<file path="src/hw/rtl/svm_pkg.sv">
`default_nettype none

package svm_pkg;

  localparam int SAMPLE_W    = 10;
  localparam int SCALE_W     = 12;
  localparam int PERIOD_W    = 8;
  localparam int VALUE_W     = 20;
  localparam int CFG_INDEX_W = 2;
  localparam int CFG_DATA_W  = 12;
  localparam int IN_TDATA_W  = 16;
  localparam int OUT_TDATA_W = 2 * VALUE_W;
  localparam int OUT_TUSER_W = 2;

  localparam logic [VALUE_W-1:0]     VALUE_MAX     = 20'hFFFFF;
  localparam logic [SCALE_W-1:0]     SCALE_RESET   = 12'd1126;
  localparam logic [PERIOD_W-1:0]    PERIOD_RESET  = 8'd100;

  localparam logic [CFG_INDEX_W-1:0] REG_REFERENCE_SCALE = 2'd0;
  localparam logic [CFG_INDEX_W-1:0] REG_BLINK_PERIOD    = 2'd1;

  typedef enum logic [1:0] {
    S_IDLE,
    S_DIV,
    S_FINISH
  } state_t;

  typedef struct packed {
    logic load;
    logic step;
    logic commit;
  } ctrl_cmd_t;

endpackage

`default_nettype wire

</file>
<file path="src/hw/rtl/svm_ctrl.sv">
`default_nettype none

module svm_ctrl #(
  parameter int FRACTION_BITS = 8
) (
  input  wire logic           clk,
  input  wire logic           rst_n,
  input  wire logic           in_tvalid,
  output logic                in_tready,
  output logic                out_tvalid,
  input  wire logic           out_tready,
  output svm_pkg::ctrl_cmd_t  cmd
);
  import svm_pkg::*;

  localparam int NUM_W = SCALE_W + FRACTION_BITS;
  localparam int CNT_W = $clog2(NUM_W);

  state_t           state_r, state_nxt;
  logic [CNT_W-1:0] step_cnt_r, step_cnt_nxt;
  logic             out_valid_r, out_valid_nxt;
  logic             slot_free;

  assign slot_free  = !out_valid_r || out_tready;
  assign out_tvalid = out_valid_r;

  // next state
  always_comb begin
    state_nxt    = state_r;
    step_cnt_nxt = step_cnt_r;
    case (state_r)
      S_IDLE: begin
        if (in_tvalid) begin
          state_nxt    = S_DIV;
          step_cnt_nxt = CNT_W'(NUM_W - 1);
        end
      end
      S_DIV: begin
        if (step_cnt_r == '0) begin
          state_nxt = S_FINISH;
        end else begin
          step_cnt_nxt = step_cnt_r - 1'b1;
        end
      end
      S_FINISH: begin
        if (slot_free) begin
          state_nxt = S_IDLE;
        end
      end
      default: begin
        state_nxt = S_IDLE;
      end
    endcase
  end

  // outputs
  always_comb begin
    in_tready  = 1'b0;
    cmd.load   = 1'b0;
    cmd.step   = 1'b0;
    cmd.commit = 1'b0;
    case (state_r)
      S_IDLE: begin
        in_tready = 1'b1;
        cmd.load  = in_tvalid;
      end
      S_DIV: begin
        cmd.step = 1'b1;
      end
      S_FINISH: begin
        cmd.commit = slot_free;
      end
      default: begin
        in_tready = 1'b0;
      end
    endcase
  end

  always_comb begin
    if (cmd.commit) begin
      out_valid_nxt = 1'b1;
    end else if (out_tready) begin
      out_valid_nxt = 1'b0;
    end else begin
      out_valid_nxt = out_valid_r;
    end
  end

  always_ff @(posedge clk) begin
    if (!rst_n) begin
      state_r     <= S_IDLE;
      step_cnt_r  <= '0;
      out_valid_r <= 1'b0;
    end else begin
      state_r     <= state_nxt;
      step_cnt_r  <= step_cnt_nxt;
      out_valid_r <= out_valid_nxt;
    end
  end

  a_commit_slot_free: assert property (@(posedge clk) disable iff (!rst_n)
    cmd.commit |-> (!out_valid_r || out_tready))
    else $error("result committed over an untaken result");

  a_accept_starts_div: assert property (@(posedge clk) disable iff (!rst_n)
    (in_tvalid && in_tready) |=> (state_r == S_DIV))
    else $error("accepted sample did not start the divider");

  a_div_ends: assert property (@(posedge clk) disable iff (!rst_n)
    (state_r == S_DIV && step_cnt_r == '0) |=> (state_r == S_FINISH))
    else $error("divider overran its step count");

  a_commit_shows_result: assert property (@(posedge clk) disable iff (!rst_n)
    cmd.commit |=> out_valid_r)
    else $error("committed result not presented");

endmodule

`default_nettype wire

</file>
<file path="src/hw/rtl/svm_datapath.sv">
`default_nettype none

module svm_datapath #(
  parameter int AVERAGE_SHIFT = 4,
  parameter int FRACTION_BITS = 8
) (
  input  wire logic                                clk,
  input  wire logic                                rst_n,
  input  wire svm_pkg::ctrl_cmd_t                  cmd,
  input  wire logic [svm_pkg::SAMPLE_W-1:0]        sample,
  input  wire logic                                cfg_valid,
  input  wire logic [svm_pkg::CFG_INDEX_W-1:0]     cfg_index,
  input  wire logic [svm_pkg::CFG_DATA_W-1:0]      cfg_data,
  output logic [svm_pkg::OUT_TDATA_W-1:0]          out_tdata,
  output logic [svm_pkg::OUT_TUSER_W-1:0]          out_tuser
);
  import svm_pkg::*;

  localparam int NUM_W = SCALE_W + FRACTION_BITS;
  localparam int QX_W  = (NUM_W > VALUE_W) ? NUM_W : VALUE_W;
  localparam int ACC_W = VALUE_W + AVERAGE_SHIFT + 1;
  localparam logic [VALUE_W-1:0] AVG_RESET = VALUE_W'(9 << (FRACTION_BITS - 1));

  // configuration
  logic [SCALE_W-1:0]  scale_r;
  logic [PERIOD_W-1:0] period_r;

  // divider
  logic [NUM_W-1:0]    num_r, num_nxt;
  logic [SAMPLE_W-1:0] div_r, div_nxt;
  logic [SAMPLE_W-1:0] rem_r, rem_nxt;
  logic [NUM_W-1:0]    quot_r, quot_nxt;
  logic                zero_r, zero_nxt;
  logic [SAMPLE_W:0]   rem_sh;
  logic                ge;

  // running state
  logic [VALUE_W-1:0]  avg_r, avg_nxt;
  logic [PERIOD_W-1:0] count_r, count_nxt;
  logic                ind_r, ind_nxt;

  // result register
  logic [VALUE_W-1:0]  supply_out_r;
  logic [VALUE_W-1:0]  avg_out_r;
  logic                ind_out_r;
  logic                zero_out_r;

  logic [QX_W-1:0]     q_ext;
  logic [VALUE_W-1:0]  supply;
  logic [ACC_W-1:0]    acc;
  logic                count_hit;

  always_ff @(posedge clk) begin
    if (!rst_n) begin
      scale_r  <= SCALE_RESET;
      period_r <= PERIOD_RESET;
    end else if (cfg_valid) begin
      case (cfg_index)
        REG_REFERENCE_SCALE: scale_r  <= cfg_data[SCALE_W-1:0];
        REG_BLINK_PERIOD:    period_r <= cfg_data[PERIOD_W-1:0];
        default: begin
        end
      endcase
    end
  end

  // one restoring quotient bit per step
  assign rem_sh = {rem_r, num_r[NUM_W-1]};
  assign ge     = rem_sh >= {1'b0, div_r};

  always_comb begin
    num_nxt  = num_r;
    div_nxt  = div_r;
    rem_nxt  = rem_r;
    quot_nxt = quot_r;
    zero_nxt = zero_r;
    if (cmd.load) begin
      num_nxt  = {scale_r, {FRACTION_BITS{1'b0}}};
      div_nxt  = sample;
      rem_nxt  = '0;
      quot_nxt = '0;
      zero_nxt = (sample == '0);
    end else if (cmd.step) begin
      num_nxt  = {num_r[NUM_W-2:0], 1'b0};
      rem_nxt  = ge ? SAMPLE_W'(rem_sh - {1'b0, div_r}) : rem_sh[SAMPLE_W-1:0];
      quot_nxt = {quot_r[NUM_W-2:0], ge};
    end
  end

  always_ff @(posedge clk) begin
    num_r  <= num_nxt;
    div_r  <= div_nxt;
    rem_r  <= rem_nxt;
    quot_r <= quot_nxt;
    zero_r <= zero_nxt;
  end

  assign q_ext = QX_W'(quot_r);

  always_comb begin
    if (zero_r || (q_ext > QX_W'(VALUE_MAX))) begin
      supply = VALUE_MAX;
    end else begin
      supply = q_ext[VALUE_W-1:0];
    end
  end

  // avg * (2^shift - 1) + supply, without a multiplier
  assign acc = ACC_W'({avg_r, {AVERAGE_SHIFT{1'b0}}}) - ACC_W'(avg_r) + ACC_W'(supply);

  assign count_hit = (count_r == period_r);

  always_comb begin
    avg_nxt   = avg_r;
    count_nxt = count_r;
    ind_nxt   = ind_r;
    if (cmd.commit) begin
      avg_nxt   = VALUE_W'(acc >> AVERAGE_SHIFT);
      count_nxt = count_hit ? PERIOD_W'(1) : count_r + 1'b1;
      ind_nxt   = ind_r ^ count_hit;
    end
  end

  always_ff @(posedge clk) begin
    if (!rst_n) begin
      avg_r   <= AVG_RESET;
      count_r <= '0;
      ind_r   <= 1'b0;
    end else begin
      avg_r   <= avg_nxt;
      count_r <= count_nxt;
      ind_r   <= ind_nxt;
    end
  end

  always_ff @(posedge clk) begin
    if (cmd.commit) begin
      supply_out_r <= supply;
      avg_out_r    <= avg_nxt;
      ind_out_r    <= ind_nxt;
      zero_out_r   <= zero_r;
    end
  end

  assign out_tdata = {avg_out_r, supply_out_r};
  assign out_tuser = {zero_out_r, ind_out_r};

endmodule

`default_nettype wire

</file>
<file path="src/hw/rtl/supply_voltage_monitor_ema.sv">
`default_nettype none

// Supply voltage monitor: each 10-bit converter reading of the bandgap is
// turned into the supply voltage (reference_scale << FRACTION_BITS) / sample,
// truncated and saturated to 20 bits (a zero reading saturates and sets the
// zero_reading flag), and folded into an exponential average with weight
// 1 / 2^AVERAGE_SHIFT that starts at 4.5 V. An indicator bit toggles each
// time the sample count reaches blink_period. One item is processed at a
// time: the sample is taken, the restoring divider yields a quotient of
// 12 + FRACTION_BITS bits, one quotient bit per cycle, and then the
// average is updated and the result register loaded once the output
// register is empty or its result is being taken. The next sample is taken
// while a result waits in the output register. Configuration writes are
// always accepted and should be made only while the block is idle.
module supply_voltage_monitor_ema #(
  parameter int AVERAGE_SHIFT = 4,
  parameter int FRACTION_BITS = 8
) (
  input  wire logic                                clk,
  input  wire logic                                rst_n,
  input  wire logic                                in_tvalid,
  output logic                                     in_tready,
  // [9:0] sample, [15:10] zero
  input  wire logic [svm_pkg::IN_TDATA_W-1:0]      in_tdata,
  output logic                                     out_tvalid,
  input  wire logic                                out_tready,
  // [19:0] supply_q8, [39:20] average_q8
  output logic [svm_pkg::OUT_TDATA_W-1:0]          out_tdata,
  // [0] indicator_on, [1] zero_reading
  output logic [svm_pkg::OUT_TUSER_W-1:0]          out_tuser,
  input  wire logic                                cfg_valid,
  output logic                                     cfg_ready,
  input  wire logic [svm_pkg::CFG_INDEX_W-1:0]     cfg_index,
  input  wire logic [svm_pkg::CFG_DATA_W-1:0]      cfg_data
);
  import svm_pkg::*;

  ctrl_cmd_t cmd;

  assign cfg_ready = 1'b1;

  svm_ctrl #(
    .FRACTION_BITS (FRACTION_BITS)
  ) u_ctrl (
    .clk        (clk),
    .rst_n      (rst_n),
    .in_tvalid  (in_tvalid),
    .in_tready  (in_tready),
    .out_tvalid (out_tvalid),
    .out_tready (out_tready),
    .cmd        (cmd)
  );

  svm_datapath #(
    .AVERAGE_SHIFT (AVERAGE_SHIFT),
    .FRACTION_BITS (FRACTION_BITS)
  ) u_datapath (
    .clk       (clk),
    .rst_n     (rst_n),
    .cmd       (cmd),
    .sample    (in_tdata[SAMPLE_W-1:0]),
    .cfg_valid (cfg_valid),
    .cfg_index (cfg_index),
    .cfg_data  (cfg_data),
    .out_tdata (out_tdata),
    .out_tuser (out_tuser)
  );

endmodule

`default_nettype wire

</file>
<file path="config.mk">
export PLATFORM = sky130hd
export DESIGN_NAME = supply_voltage_monitor_ema
export DESIGN_NICKNAME = d
export VERILOG_FILES = /design/src/hw/rtl/svm_pkg.sv /design/src/hw/rtl/svm_ctrl.sv /design/src/hw/rtl/svm_datapath.sv /design/src/hw/rtl/supply_voltage_monitor_ema.sv
export SDC_FILE = /design/constraint.sdc
export NUM_CORES = 1
export LEC_CHECK = 0
export ABC_AREA = 1
export BUFFER_PORTS_ARGS = -buffer_cell sky130_fd_sc_hd__buf_2
export CORE_ASPECT_RATIO = 1.75
export CORE_MARGIN = 2
export CORE_UTILIZATION = 40
export DETAILED_ROUTE_END_ITERATION = 8
export PLACE_DENSITY = 0.54
export SLEW_MARGIN = 20
export SYNTH_ARGS = -nofsm -noshare
export SYNTH_HDL_FRONTEND = slang
export SYNTH_HIERARCHICAL = 1
export SYNTH_SLANG_ARGS = --single-unit
</file>
<file path="constraint.sdc">
create_clock -name clk -period 7.2 [get_ports clk]
set_input_delay 0.72 -clock clk [delete_from_list [all_inputs] [get_ports clk]]
set_output_delay 0.72 -clock clk [all_outputs]
set_load 0.1 [all_outputs]
</file>
==> metrics <==
status=finished, final reports clean; routed length per instance=14.34 µm; skew final=8.998 ps; Critical Path Source Type=register; root buffer cell=clkbuf_16; Initial DRT Pass Iterations=4; GRT met1 Usage=18.78%; share of cells above drive strength 1=14.33%; Place WS=3750 ps; reg-to-reg endpoint=u_datapath/avg_out_r[14]; Initial Utilization=40.49%; Clock Pin Slew Worst Setup and Hold Paths=60 ps; drc violations=0; Final ANT Viol Nets=0; Crit. End Element=register; Max stage delay on crit path=830 ps; Worst Hold End=u_datapath/scale_r[2]; initial antenna violation count=0; max_cap viols=0; Die Wd=111.9 µm; routability-driven placement congestion ratio=0.8697; synth cell count leaders=nand2_1 (218), inv_1 (160), nor2_1 (106); fin crit share=48.94%; hold crit path type=reg -> reg; CP top delay family=adder cells; #FFs+latches synth=152; post-synth top area cell=edfxtp_1; worst hold stages=2; PwrDens=266.0 nW/µm²; fin crit period=3524 ps; Final TNS setup=0 ps; die area=21570 µm²; Clock Latency Late Sink=430 ps; CP max-delay cell=edfxtp_1; fin area=9269 µm²; CTS H-Tree Depth=4; IO Count=80; Gate Count Post-Synth=987; EDFF count, synth=65; Max-slew headroom=30.96%; critical path class=reg -> reg; final setup violating endpoints=0; YS warnings=6; register area share after synthesis=45.35%; All-Layer GR Usage=18.13%; clk buf depth=2; nets=1143; Worst Tran Pin Value=1034 ps; critical path depth=11; crit-path cells=nor2_1 > fa_1 > inv_1 > ha_1 > a21oi_1 > o21ai_0 > a21oi_1 > nand3_1 > or2_1 > nand3_1 > nand2_1; total clock buffers created by CTS=17; most numerous cell in the Yosys netlist=nand2_1; r2r setup slk=3680 ps; R2R cell count=11; worst vdd ir=0.1469 mV; WP data arrival=3700 ps; Main synth FF type=dfxtp_1; initial drt markers=305; gr busiest metal=met2; min-delay src=u_datapath/scale_r[2]; placed cell areas=8711 µm²; core box area=20120 µm²; met3 GRT Util=3.518%; ant diodes=0; Syn Area/Cell=8.253 µm²; main area contributors after synthesis=edfxtp_1 (24%), dfxtp_1 (21%), nand2_1 (10%), inv_1 (7.4%), ha_1 (5.5%); top-area cell type share of the netlist area=23.96%; pin count of the biggest net entering global routing=39; worst endpoint required time=7380 ps; RSZ-0062 raised after global routing=false; hold_buf cts=0; row count=69; Die Height=192.8 µm; Max FO, Critical Path=18; CTS tree=built; synthesized net count=1075; Fin. Hold Viols=0; GRT met2 Usage=34.85%; Final WS setup=3676 ps; post-synthesis cell type count=46; ys async rst share=0%; final WL=18870 µm; Area Overhead vs Synth=13.79%; global route total overflow=0; CP Buf/Inv Count=1; Port Buf Inserts=72; reg2reg start=u_datapath/zero_r; CTS resizes=0; postcts setup bufs=0; vias in the first global route=6319; Fmax=283.8 MHz; Post-Syn Area=8145 µm²; Via density=4.839; Lkg Pwr=4.250 nW; Vias=6368; HPWL Detailed=14500 µm; Clock Sinks=152; worst hold slack=461.0 ps; first-pass GRT wire length=30570 µm; Final Max Slew Viols=0
power by group:
part | internal (mW) | switching [mW] | leakage, nW
logic | 0.197 | 0.428 | 2.65
clock network | 0.494 | 0.354 | 0.277
registers | 0.960 | 0.0333 | 1.32
cell usage in the layout (no fill, tap or decap), drive strengths merged:
master,netlist,layout
nor3b,1,1
o21bai,3,3
or2,5,5
dfxtp,87,87
fa,17,17
nand4,9,9
bufinv,0,1
nand3,45,45
a21boi,1,1
a21o,1,1
nor2,113,113
xor2,14,14
o21a,4,4
nand2,237,237
clkbuf,15,21
ha,36,36
a211oi,1,1
nor3,11,11
clkinv,1,9
and2,1,1
a31oi,2,2
nand3b,3,3
a21oi,47,47
o211ai,8,8
edfxtp,65,65
o21ai,43,43
nor4,9,9
o22ai,17,17
buf,11,75
inv,166,168
xnor2,13,13
conb,1,1
cell type report:
| class | count | area [µm²] |
|---|---|---|
| well taps | 248 | 310.3 |
| inverters | 167 | 626.9 |
| repair buffers | 75 | 382.9 |
| clock inverters | 11 | 97.59 |
| fillers | 2095 | 10850 |
| flip-flops and latches | 152 | 3694 |
| multi-input cells | 642 | 3697 |
| clock buffers | 21 | 460.4 |
tightest hold or removal path, cell delays in order (launching register included):
cell     delay (ps)
dfxtp_1         330
nand2_1          50
nand3_1          50
routing by layer:
layer | part of all wire (%) | up-vias
li1 | - | 3302
met1 | 40 | 2918
met2 | 53 | 109
met3 | 3.0 | 39
met4 | 3.6 | 0
met5 | 0 | -
metrics by stage:
step | total power [mW] | utilization [%] | instances
after floorplan | 1.495 | - | 987
after global placement | 1.635 | 43.30 | 1284
after detailed placement | 1.639 | 43.30 | 1284
after CTS | 2.495 | 46.08 | 1316
after global routing | 2.600 | 46.08 | 1316
final | 2.466 | 46.08 | 1316
how the worst max path moves through the flow:
stage                 startpoint                  endpoint  slack, ps
3_3_place_gp   u_datapath/zero_r  u_datapath/avg_out_r[14]       3760
6_report       u_datapath/zero_r  u_datapath/avg_out_r[14]       3680
5_1_grt        u_datapath/zero_r  u_datapath/avg_out_r[14]       3530
2_1_floorplan  u_ctrl/state_r[0]      u_datapath/num_r[10]       3550
3_5_place_dp   u_datapath/zero_r  u_datapath/avg_out_r[14]       3750
4_1_cts        u_datapath/zero_r  u_datapath/avg_out_r[14]       3720
state kept, by name (all words and copies together), names as in the netlist, 2 cells and up:
signal                   count
u_datapath/supply_out_r     20
u_datapath/avg_out_r        20
u_datapath/q_ext            20
u_datapath/period_r          8
u_datapath/count_r           8
u_datapath/div_r            10
u_datapath/num_r            12
u_datapath/avg_r            20
u_ctrl/step_cnt_r            5
u_datapath/rem_r            10
u_ctrl/state_r               2
u_datapath/scale_r          12
logic make-up (layout without fill, tap and decap cells):
group | after synthesis | count (layout) | synth area share [%]
DFF | 152 | 152 | 45.35
and+or+nand+nor | 434 | 434 | 23.89
AOI/OAI and AO/OA | 127 | 127 | 8.787
other | 1 | 1 | 0.04604
adders and majority gates | 53 | 53 | 9.708
xor gates and xnor gates | 27 | 27 | 2.903
buffers and inverters | 193 | 274 | 9.324
Power figures use the tool's default switching activity.
